===== src/gbf_pkg.sv =====
// shared types and constants for the glob basename filter
package gbf_pkg;

	localparam int PATTERN_MAX_DEF = 32;

	// input item kinds
	localparam logic [1:0] KIND_CLEAR  = 2'd0;
	localparam logic [1:0] KIND_APPEND = 2'd1;
	localparam logic [1:0] KIND_PATH   = 2'd2;

	// configuration register indexes
	localparam int          CFG_IDX_W       = 3;
	localparam logic [2:0]  CFG_NAME_EN     = 3'd0;
	localparam logic [2:0]  CFG_TYPE_EN     = 3'd1;
	localparam logic [2:0]  CFG_WANTED_TYPE = 3'd2;
	localparam logic [2:0]  CFG_MINDEPTH_EN = 3'd3;
	localparam logic [2:0]  CFG_MIN_DEPTH   = 3'd4;

	// special pattern and path bytes
	localparam logic [7:0] CH_ESC   = 8'h5C;
	localparam logic [7:0] CH_ANY   = 8'h3F;
	localparam logic [7:0] CH_STAR  = 8'h2A;
	localparam logic [7:0] CH_SLASH = 8'h2F;

	typedef struct packed {
		logic       is_star;
		logic       is_any;
		logic [7:0] lit;
	} token_t;

	typedef struct packed {
		logic clear;
		logic append;
	} pat_op_t;

	typedef struct packed {
		logic advance;
		logic slash;
		logic restart;
	} match_op_t;

endpackage


===== src/gbf_pattern.sv =====
// pattern token store with escape, overflow and restart-set tracking
module gbf_pattern #(
	parameter int PatternMax = gbf_pkg::PATTERN_MAX_DEF,
	localparam int CntW = $clog2(PatternMax + 1),
	localparam int IdxW = (PatternMax > 1) ? $clog2(PatternMax) : 1
) (
	input  logic                   clk,
	input  logic                   arst_n,
	input  gbf_pkg::pat_op_t       op,
	input  logic [7:0]             byte_value,
	output gbf_pkg::token_t        tokens [PatternMax],
	output logic [CntW-1:0]        count,
	output logic                   overflow,
	output logic [PatternMax:0]    restart_set,
	output logic [PatternMax:0]    restart_next
);
	import gbf_pkg::*;

	token_t                tok_q [PatternMax];
	logic [CntW-1:0]       count_q, count_d, cnt_inc;
	logic                  esc_q, esc_d;
	logic                  ovf_q, ovf_d;
	logic [PatternMax:0]   rs_q, rs_d;
	logic                  wr_en;
	logic [CntW-1:0]       wr_addr;
	token_t                wr_tok;

	assign cnt_inc = count_q + CntW'(1);

	always_comb begin
		count_d        = count_q;
		esc_d          = esc_q;
		ovf_d          = ovf_q;
		rs_d           = rs_q;
		wr_en          = 1'b0;
		wr_addr        = count_q;
		wr_tok.is_star = (byte_value == CH_STAR);
		wr_tok.is_any  = (byte_value == CH_ANY);
		wr_tok.lit     = byte_value;
		if (op.clear) begin
			count_d = '0;
			esc_d   = 1'b0;
			ovf_d   = 1'b0;
			rs_d    = (PatternMax + 1)'(1);
		end else if (op.append && !ovf_q) begin
			if (esc_q) begin
				// escaped byte replaces the pending backslash literal
				esc_d          = 1'b0;
				wr_tok.is_star = 1'b0;
				wr_tok.is_any  = 1'b0;
				if (count_q != '0) begin
					wr_en   = 1'b1;
					wr_addr = count_q - CntW'(1);
				end
			end else if (count_q == CntW'(PatternMax)) begin
				ovf_d = 1'b1;
			end else begin
				wr_en   = 1'b1;
				count_d = cnt_inc;
				esc_d   = (byte_value == CH_ESC);
				// a star right after a run of leading stars extends the restart set
				if (wr_tok.is_star && rs_q[count_q]) begin
					rs_d[cnt_inc] = 1'b1;
				end
			end
		end
	end

	always_ff @(posedge clk or negedge arst_n) begin
		if (!arst_n) begin
			count_q <= '0;
			esc_q   <= 1'b0;
			ovf_q   <= 1'b0;
			rs_q    <= (PatternMax + 1)'(1);
		end else begin
			count_q <= count_d;
			esc_q   <= esc_d;
			ovf_q   <= ovf_d;
			rs_q    <= rs_d;
		end
	end

	always_ff @(posedge clk) begin
		if (wr_en) begin
			tok_q[wr_addr[IdxW-1:0]] <= wr_tok;
		end
	end

	assign tokens       = tok_q;
	assign count        = count_q;
	assign overflow     = ovf_q;
	assign restart_set  = rs_q;
	assign restart_next = rs_d;

endmodule


===== src/gbf_matcher.sv =====
// active pattern position set and per-byte update
module gbf_matcher #(
	parameter int PatternMax = gbf_pkg::PATTERN_MAX_DEF,
	localparam int CntW = $clog2(PatternMax + 1)
) (
	input  logic                   clk,
	input  logic                   arst_n,
	input  gbf_pkg::match_op_t     op,
	input  logic [7:0]             byte_value,
	input  gbf_pkg::token_t        tokens [PatternMax],
	input  logic [CntW-1:0]        count,
	input  logic                   overflow,
	input  logic [PatternMax:0]    restart_set,
	input  logic [PatternMax:0]    restart_next,
	output logic                   match
);
	import gbf_pkg::*;

	logic [PatternMax:0]   act_q;
	logic [PatternMax:0]   step_v, star_m, gen_v, carry_v, adv, eval_v;
	logic [PatternMax+1:0] sum;

	// one byte step over every live position
	always_comb begin
		step_v = '0;
		star_m = '0;
		for (int i = 0; i < PatternMax; i++) begin
			if (CntW'(i) < count) begin
				star_m[i] = tokens[i].is_star;
				if (act_q[i]) begin
					if (tokens[i].is_star) begin
						step_v[i] = 1'b1;
					end else if (tokens[i].is_any || (tokens[i].lit == byte_value)) begin
						step_v[i+1] = 1'b1;
					end
				end
			end
		end
	end

	// star closure as a carry chain: a set bit ripples up through star positions
	assign gen_v   = step_v & star_m;
	assign sum     = {1'b0, star_m} + {1'b0, gen_v};
	assign carry_v = sum[PatternMax:0] ^ star_m ^ gen_v;
	assign adv     = step_v | carry_v;

	assign eval_v = op.slash ? restart_set : adv;
	assign match  = eval_v[count] & ~overflow;

	always_ff @(posedge clk or negedge arst_n) begin
		if (!arst_n) begin
			act_q <= (PatternMax + 1)'(1);
		end else if (op.restart || op.slash) begin
			act_q <= restart_next;
		end else if (op.advance) begin
			act_q <= adv;
		end
	end

endmodule


===== src/glob_basename_filter_unit.sv =====
// glob basename filter: pattern load, basename matching and print decision
//
// Pattern bytes and path bytes share one input stream. One item is taken per
// clock cycle; a result is registered in the result register after the last
// path byte has passed the input register. The active-position update handles
// each byte over all pattern positions, with a single carry chain for star
// closure. The input stalls only while a result waits for its transfer. There
// is no clearing pass after reset. Configuration writes are taken at any time.
module glob_basename_filter_unit #(
	parameter int PatternMax = gbf_pkg::PATTERN_MAX_DEF
) (
	input  logic                           clk,
	input  logic                           arst_n,
	input  logic                           in_valid,
	output logic                           in_ready,
	input  logic [1:0]                     kind,
	input  logic [7:0]                     byte_value,
	input  logic                           last,
	input  logic [6:0]                     depth,
	input  logic [1:0]                     entry_type,
	output logic                           out_valid,
	input  logic                           out_ready,
	output logic                           print,
	output logic                           name_match,
	input  logic                           cfg_valid,
	output logic                           cfg_ready,
	input  logic [gbf_pkg::CFG_IDX_W-1:0]  cfg_index,
	input  logic [6:0]                     cfg_data
);
	import gbf_pkg::*;

	localparam int CntW = $clog2(PatternMax + 1);

	logic                valid_s1;
	logic [1:0]          kind_s1;
	logic [7:0]          byte_s1;
	logic                last_s1;
	logic [6:0]          depth_s1;
	logic [1:0]          type_s1;
	logic                go;
	logic                is_path, is_slash, emit;
	pat_op_t             pat_op;
	match_op_t           match_op;
	token_t              tokens [PatternMax];
	logic [CntW-1:0]     tok_count;
	logic                pat_ovf;
	logic [PatternMax:0] rs_set, rs_next;
	logic                match_c, pass_c;
	logic                out_valid_q, print_q, match_q;
	logic                name_en_q, type_en_q, mindepth_en_q;
	logic [1:0]          wanted_type_q;
	logic [6:0]          min_depth_q;

	// config registers
	assign cfg_ready = 1'b1;

	always_ff @(posedge clk or negedge arst_n) begin
		if (!arst_n) begin
			name_en_q     <= 1'b0;
			type_en_q     <= 1'b0;
			wanted_type_q <= 2'd0;
			mindepth_en_q <= 1'b0;
			min_depth_q   <= 7'd0;
		end else if (cfg_valid) begin
			unique case (cfg_index)
				CFG_NAME_EN:     name_en_q     <= cfg_data[0];
				CFG_TYPE_EN:     type_en_q     <= cfg_data[0];
				CFG_WANTED_TYPE: wanted_type_q <= cfg_data[1:0];
				CFG_MINDEPTH_EN: mindepth_en_q <= cfg_data[0];
				CFG_MIN_DEPTH:   min_depth_q   <= cfg_data;
				default: ;
			endcase
		end
	end

	// input register
	assign go       = valid_s1 && (!out_valid_q || out_ready);
	assign in_ready = !valid_s1 || go;

	always_ff @(posedge clk or negedge arst_n) begin
		if (!arst_n) begin
			valid_s1 <= 1'b0;
		end else if (in_ready) begin
			valid_s1 <= in_valid;
		end
	end

	always_ff @(posedge clk) begin
		if (in_valid && in_ready) begin
			kind_s1  <= kind;
			byte_s1  <= byte_value;
			last_s1  <= last;
			depth_s1 <= depth;
			type_s1  <= entry_type;
		end
	end

	// item decode
	assign is_path  = go && (kind_s1 == KIND_PATH);
	assign is_slash = (byte_s1 == CH_SLASH);
	assign emit     = is_path && last_s1;

	assign pat_op.clear  = go && (kind_s1 == KIND_CLEAR);
	assign pat_op.append = go && (kind_s1 == KIND_APPEND);

	assign match_op.advance = is_path && !is_slash;
	assign match_op.slash   = is_path && is_slash;
	assign match_op.restart = pat_op.clear || pat_op.append || emit;

	gbf_pattern #(
		.PatternMax(PatternMax)
	) u_pattern (
		.clk          (clk),
		.arst_n       (arst_n),
		.op           (pat_op),
		.byte_value   (byte_s1),
		.tokens       (tokens),
		.count        (tok_count),
		.overflow     (pat_ovf),
		.restart_set  (rs_set),
		.restart_next (rs_next)
	);

	gbf_matcher #(
		.PatternMax(PatternMax)
	) u_matcher (
		.clk          (clk),
		.arst_n       (arst_n),
		.op           (match_op),
		.byte_value   (byte_s1),
		.tokens       (tokens),
		.count        (tok_count),
		.overflow     (pat_ovf),
		.restart_set  (rs_set),
		.restart_next (rs_next),
		.match        (match_c)
	);

	// print decision
	assign pass_c = !(mindepth_en_q && (depth_s1 < min_depth_q))
		&& !(name_en_q && !match_c)
		&& !(type_en_q && (type_s1 != wanted_type_q));

	// result register
	always_ff @(posedge clk or negedge arst_n) begin
		if (!arst_n) begin
			out_valid_q <= 1'b0;
		end else if (emit) begin
			out_valid_q <= 1'b1;
		end else if (out_ready) begin
			out_valid_q <= 1'b0;
		end
	end

	always_ff @(posedge clk) begin
		if (emit) begin
			print_q <= pass_c;
			match_q <= match_c;
		end
	end

	assign out_valid  = out_valid_q;
	assign print      = print_q;
	assign name_match = match_q;

endmodule


===== config.mk =====
export PLATFORM = sky130hd
export DESIGN_NAME = glob_basename_filter_unit
export DESIGN_NICKNAME = d
export VERILOG_FILES = /design/src/gbf_pkg.sv /design/src/gbf_pattern.sv /design/src/gbf_matcher.sv /design/src/glob_basename_filter_unit.sv
export SDC_FILE = /design/constraint.sdc
export NUM_CORES = 1
export LEC_CHECK = 0
export ABC_AREA = 0
export ABC_CLOCK_PERIOD_IN_PS = 11200
export BUFFER_PORTS_ARGS = -buffer_cell sky130_fd_sc_hd__buf_2
export CAP_MARGIN = 20
export CORE_MARGIN = 1.5
export CORE_UTILIZATION = 50
export CTS_BUF_LIST = sky130_fd_sc_hd__clkbuf_16
export CTS_CLUSTER_SIZE = 28
export DETAILED_ROUTE_END_ITERATION = 10
export PLACE_DENSITY = 0.66
export SLEW_MARGIN = 20
export SYNTH_ARGS = -nofsm -noshare
export SYNTH_HDL_FRONTEND = slang
export SYNTH_SLANG_ARGS = --single-unit

===== constraint.sdc =====
create_clock -name clk -period 11.2 [get_ports clk]
set_input_delay 0.56 -clock clk [delete_from_list [all_inputs] [get_ports clk]]
set_output_delay 0.56 -clock clk [all_outputs]
set_load 0.02 [all_outputs]

==> run metrics <==
status=finished clean; area added between synthesis and finish=10.1%; FFs w/ async S/R, synth=20.3%; post-cts sizing count=0; max incr delay on CP=0.56 ns; CP delay by family, top=compound AO/OA/AOI/OAI gates; Combinational Power Share=13.8%; DIE HEIGHT=213 um; CP Capture Type=register; fmax=174 MHz; worst slew pin tran=1.14 ns; most common cell after layout, fill and taps aside=edfxtp_1; gpl congestion=0.994; CP Cell Sequence=buf_4, clkinv_1, ha_1, nand3_1, nand2_1, or3_1, nor3b_1, ha_1, a31o_2, a31oi_1, o211ai_1, nand2_1, a311oi_4, a211oi_2, nor2_1, o21ai_0, a211oi_1, o41ai_1, nor4_2, o211ai_1, a31oi_1; Clock transition at path regs=0.06 ns; Post-DP HPWL=40.2 mm; DR WL/cell=23.3 um; Min Clock Period, post-route=5.76 ns; sum of buffers and inverters on the critical path=2; Final nets=1,981; Clock Latency Late Sink=0.58 ns; PwrDens=160 nW/um^2; crit path launch type=register; Slew Viols, Final=0; Syn. warnings=0; Cells after DPL=2,471; 1st-iter DRT viols=1,819; commonest cells after routing, fill and taps aside=edfxtp_1 (342), nor2_1 (183), xor2_1 (163); Initial Utilization=50.9%; Worst Skew=0.0182 ns; # DRC=0; io pins=40; CTS Root Cell=clkbuf_16; Synth Register Bits=429; Tot GR Track Use=26.8%; CP Class=reg -> reg; CP max FO=42; Int Pwr=2840 uW; Buffers on Ports=38; leakage=0.00847 uW; first-pass GRT wire length=90.9 mm; FF-to-FF path depth=21; overall power=3880 uW; Top FF cell, synth=edfxtp_1; clock power share=39.8%; Post-synth EDFFs=342; WP depth=21; # rows=76; cts bufs inserted=47; setup ws final=5.44 ns; H-tree Lvls=2; Mapped Area=22,000 sq um; GRT overflow=0; multiplexer share of the synthesized area=1.44%; Via density=6.11; CTS sink cnt=429; adder and majority gate portion of the synthesized area=0.570%; Antenna Violating Nets Remaining=0; max cap viols=0; Hold Crit Class=in -> reg; Finished Layout Cells=2,557; Seq pwr share=46.4%; Clock Tree Buf Depth=3; Final period util=51.4%; CTS tree=yes; ANT cells=0; endpoints failing setup=0; share of layout cells above drive strength 1=9.89%; Avg Inst Size Synth=11.5 sq um; Net Sw Power=1040 uW; TritonRoute pass-1 iters=7; total die area=45,200 sq um; Die X=213 um; vias in the first global route=15,100; CP arrival=6.08 ns; largest family of logic cells by synthesized area=simple AND/OR/NAND/NOR gates; Post-Syn Instances=1,911; Netlist cell types=96; Total Wirelength=59.6 mm; sequential share of the synthesized area=56.7%; Setup WS pre-CTS=5.67 ns; Post-Synth Simple-Gate Area=14.7%; CP max-delay cell=ha_1; Max transition margin=23.4%; largest net degree at the start of global routing=65; CORE AREA=43,200 sq um; required time of the critical path=11.52 ns; via count=15,600; peak supply drop=0.000135 V; worst hold path depth=1; RSZ-0062 raised after global routing=no; Switching Share=26.7%; Final Hold Viols=0; Synth Area in XOR/XNOR=10.6%; TNS Setup=0 ns; compound-cell area share of the yosys netlist=13.0%; initial antenna violation count=0; syn_nets=1,956
==> through the flow <==
step                      area (sq um)  util, %  hold slack [ns]
after floorplan                  22000        -            0.264
after global placement           22600     52.4            0.455
after detailed placement         22600     52.4            0.475
after CTS                        24200     56.0            0.130
after global routing             24200     56.0            0.142
final                            24200     56.0            0.157
==> registers in the layout, indices dropped and copies added (netlist names), 6 cells and up <==
| signal | count |
|---|---|
| u_pattern.tokens | 320 |
| u_pattern.restart_set | 33 |
| u_matcher.act_q | 32 |
| byte_s1 | 8 |
| depth_s1 | 7 |
| min_depth_q | 7 |
| u_pattern.count | 6 |
==> worst reg2reg max path, delay by kind of cell (launching register included) <==
kind,cells,cell delay (ns)
AOI/OAI and AO/OA,10,2.27
adders and majority gates,2,0.78
buffers and inverters,2,0.98
DFF,1,0.32
and+or+nand+nor,7,1.15
==> synthesized netlist by cell type, types with 6 or more instances <==
library cell	instances	area (sq um)
dfrtp_1	85	2130
nand4_1	28	175
o21a_1	29	218
a21o_1	18	135
nor4_1	55	344
o31ai_1	11	82.6
o211ai_1	12	90.1
or2_2	8	50.1
nor3_1	29	145
ha_1	10	125
nand4b_1	6	52.6
nor3b_1	15	113
a211oi_1	21	158
nand3b_1	8	60.1
and2_1	11	68.8
nand2b_1	23	144
edfxtp_1	342	10300
clkbuf_1	42	158
a21oi_1	96	480
xor2_1	163	1430
mux2i_1	8	80.1
nor2_1	185	694
buf_2	20	100
inv_1	37	139
a21boi_0	6	45.0
mux4_2	8	180
a211o_1	10	87.6
o21bai_1	7	52.6
or3_1	11	68.8
nand3_1	47	235
o21ai_0	106	531
xnor2_1	102	893
buf_6	10	113
buf_4	18	135
nor2b_1	25	156
and3_1	6	37.5
a31oi_1	25	156
nand2_1	132	495
==> per-layer routing <==
metal	part of all wire (%)	up-vias	track usage, %
met2	43	641	39.4
met5	0	-	0
met3	6.8	122	3.77
li1	-	7138	-
met1	46	7725	39.7
met4	3.6	0	11.1
==> kinds of logic after synthesis <==
family	after synthesis
DFF	429
muxes	21
and+or+nand+nor	624
AOI/OAI and AO/OA	429
xor gates and xnor gates	265
other	1
buffers and inverters	132
adders and majority gates	10
==> final cells by class <==
class,count,area [sq um]
flip-flops and latches,429,12400
inverters,38,143
fillers,3731,19000
repair buffers,70,435
well taps,585,732
clock inverters,37,338
clock buffers,48,1200
multi-input cells,1350,8880
==> path summary, 6_finish.rpt <==
path / end / slack [ns] / startpoint
max: print / 5.44 / u_pattern.count[0]
min: kind_s1[0] / 0.16 / kind[0]
max reg2reg: print / 5.44 / u_pattern.count[0]
min reg2reg: u_matcher.act_q[30] / 0.49 / u_matcher.act_q[30]
max in group asynchronous: u_matcher.act_q[7] / 9.54 / arst_n
min in group asynchronous: u_matcher.act_q[31] / 0.50 / arst_n
==> power groups by stage <==
| stage | Sequential [uW] | Combinational (uW) | Clock (uW) |
|---|---|---|---|
| 2_1_floorplan | 1830 | 349 | 0 |
| 3_3_place_gp | 1830 | 524 | 0 |
| 3_5_place_dp | 1830 | 524 | 0 |
| 4_1_cts | 1800 | 525 | 1570 |
| 5_1_grt | 1800 | 575 | 1630 |
| 6_report | 1800 | 535 | 1540 |
==> repair_timing <==
| action | CTS | global route |
|---|---|---|
| hold endpoints to repair | 38 | 0 |
| hold buffers | 1 | 0 |
| buffers inserted | 0 | 0 |
(Power assumes the default switching activity.)
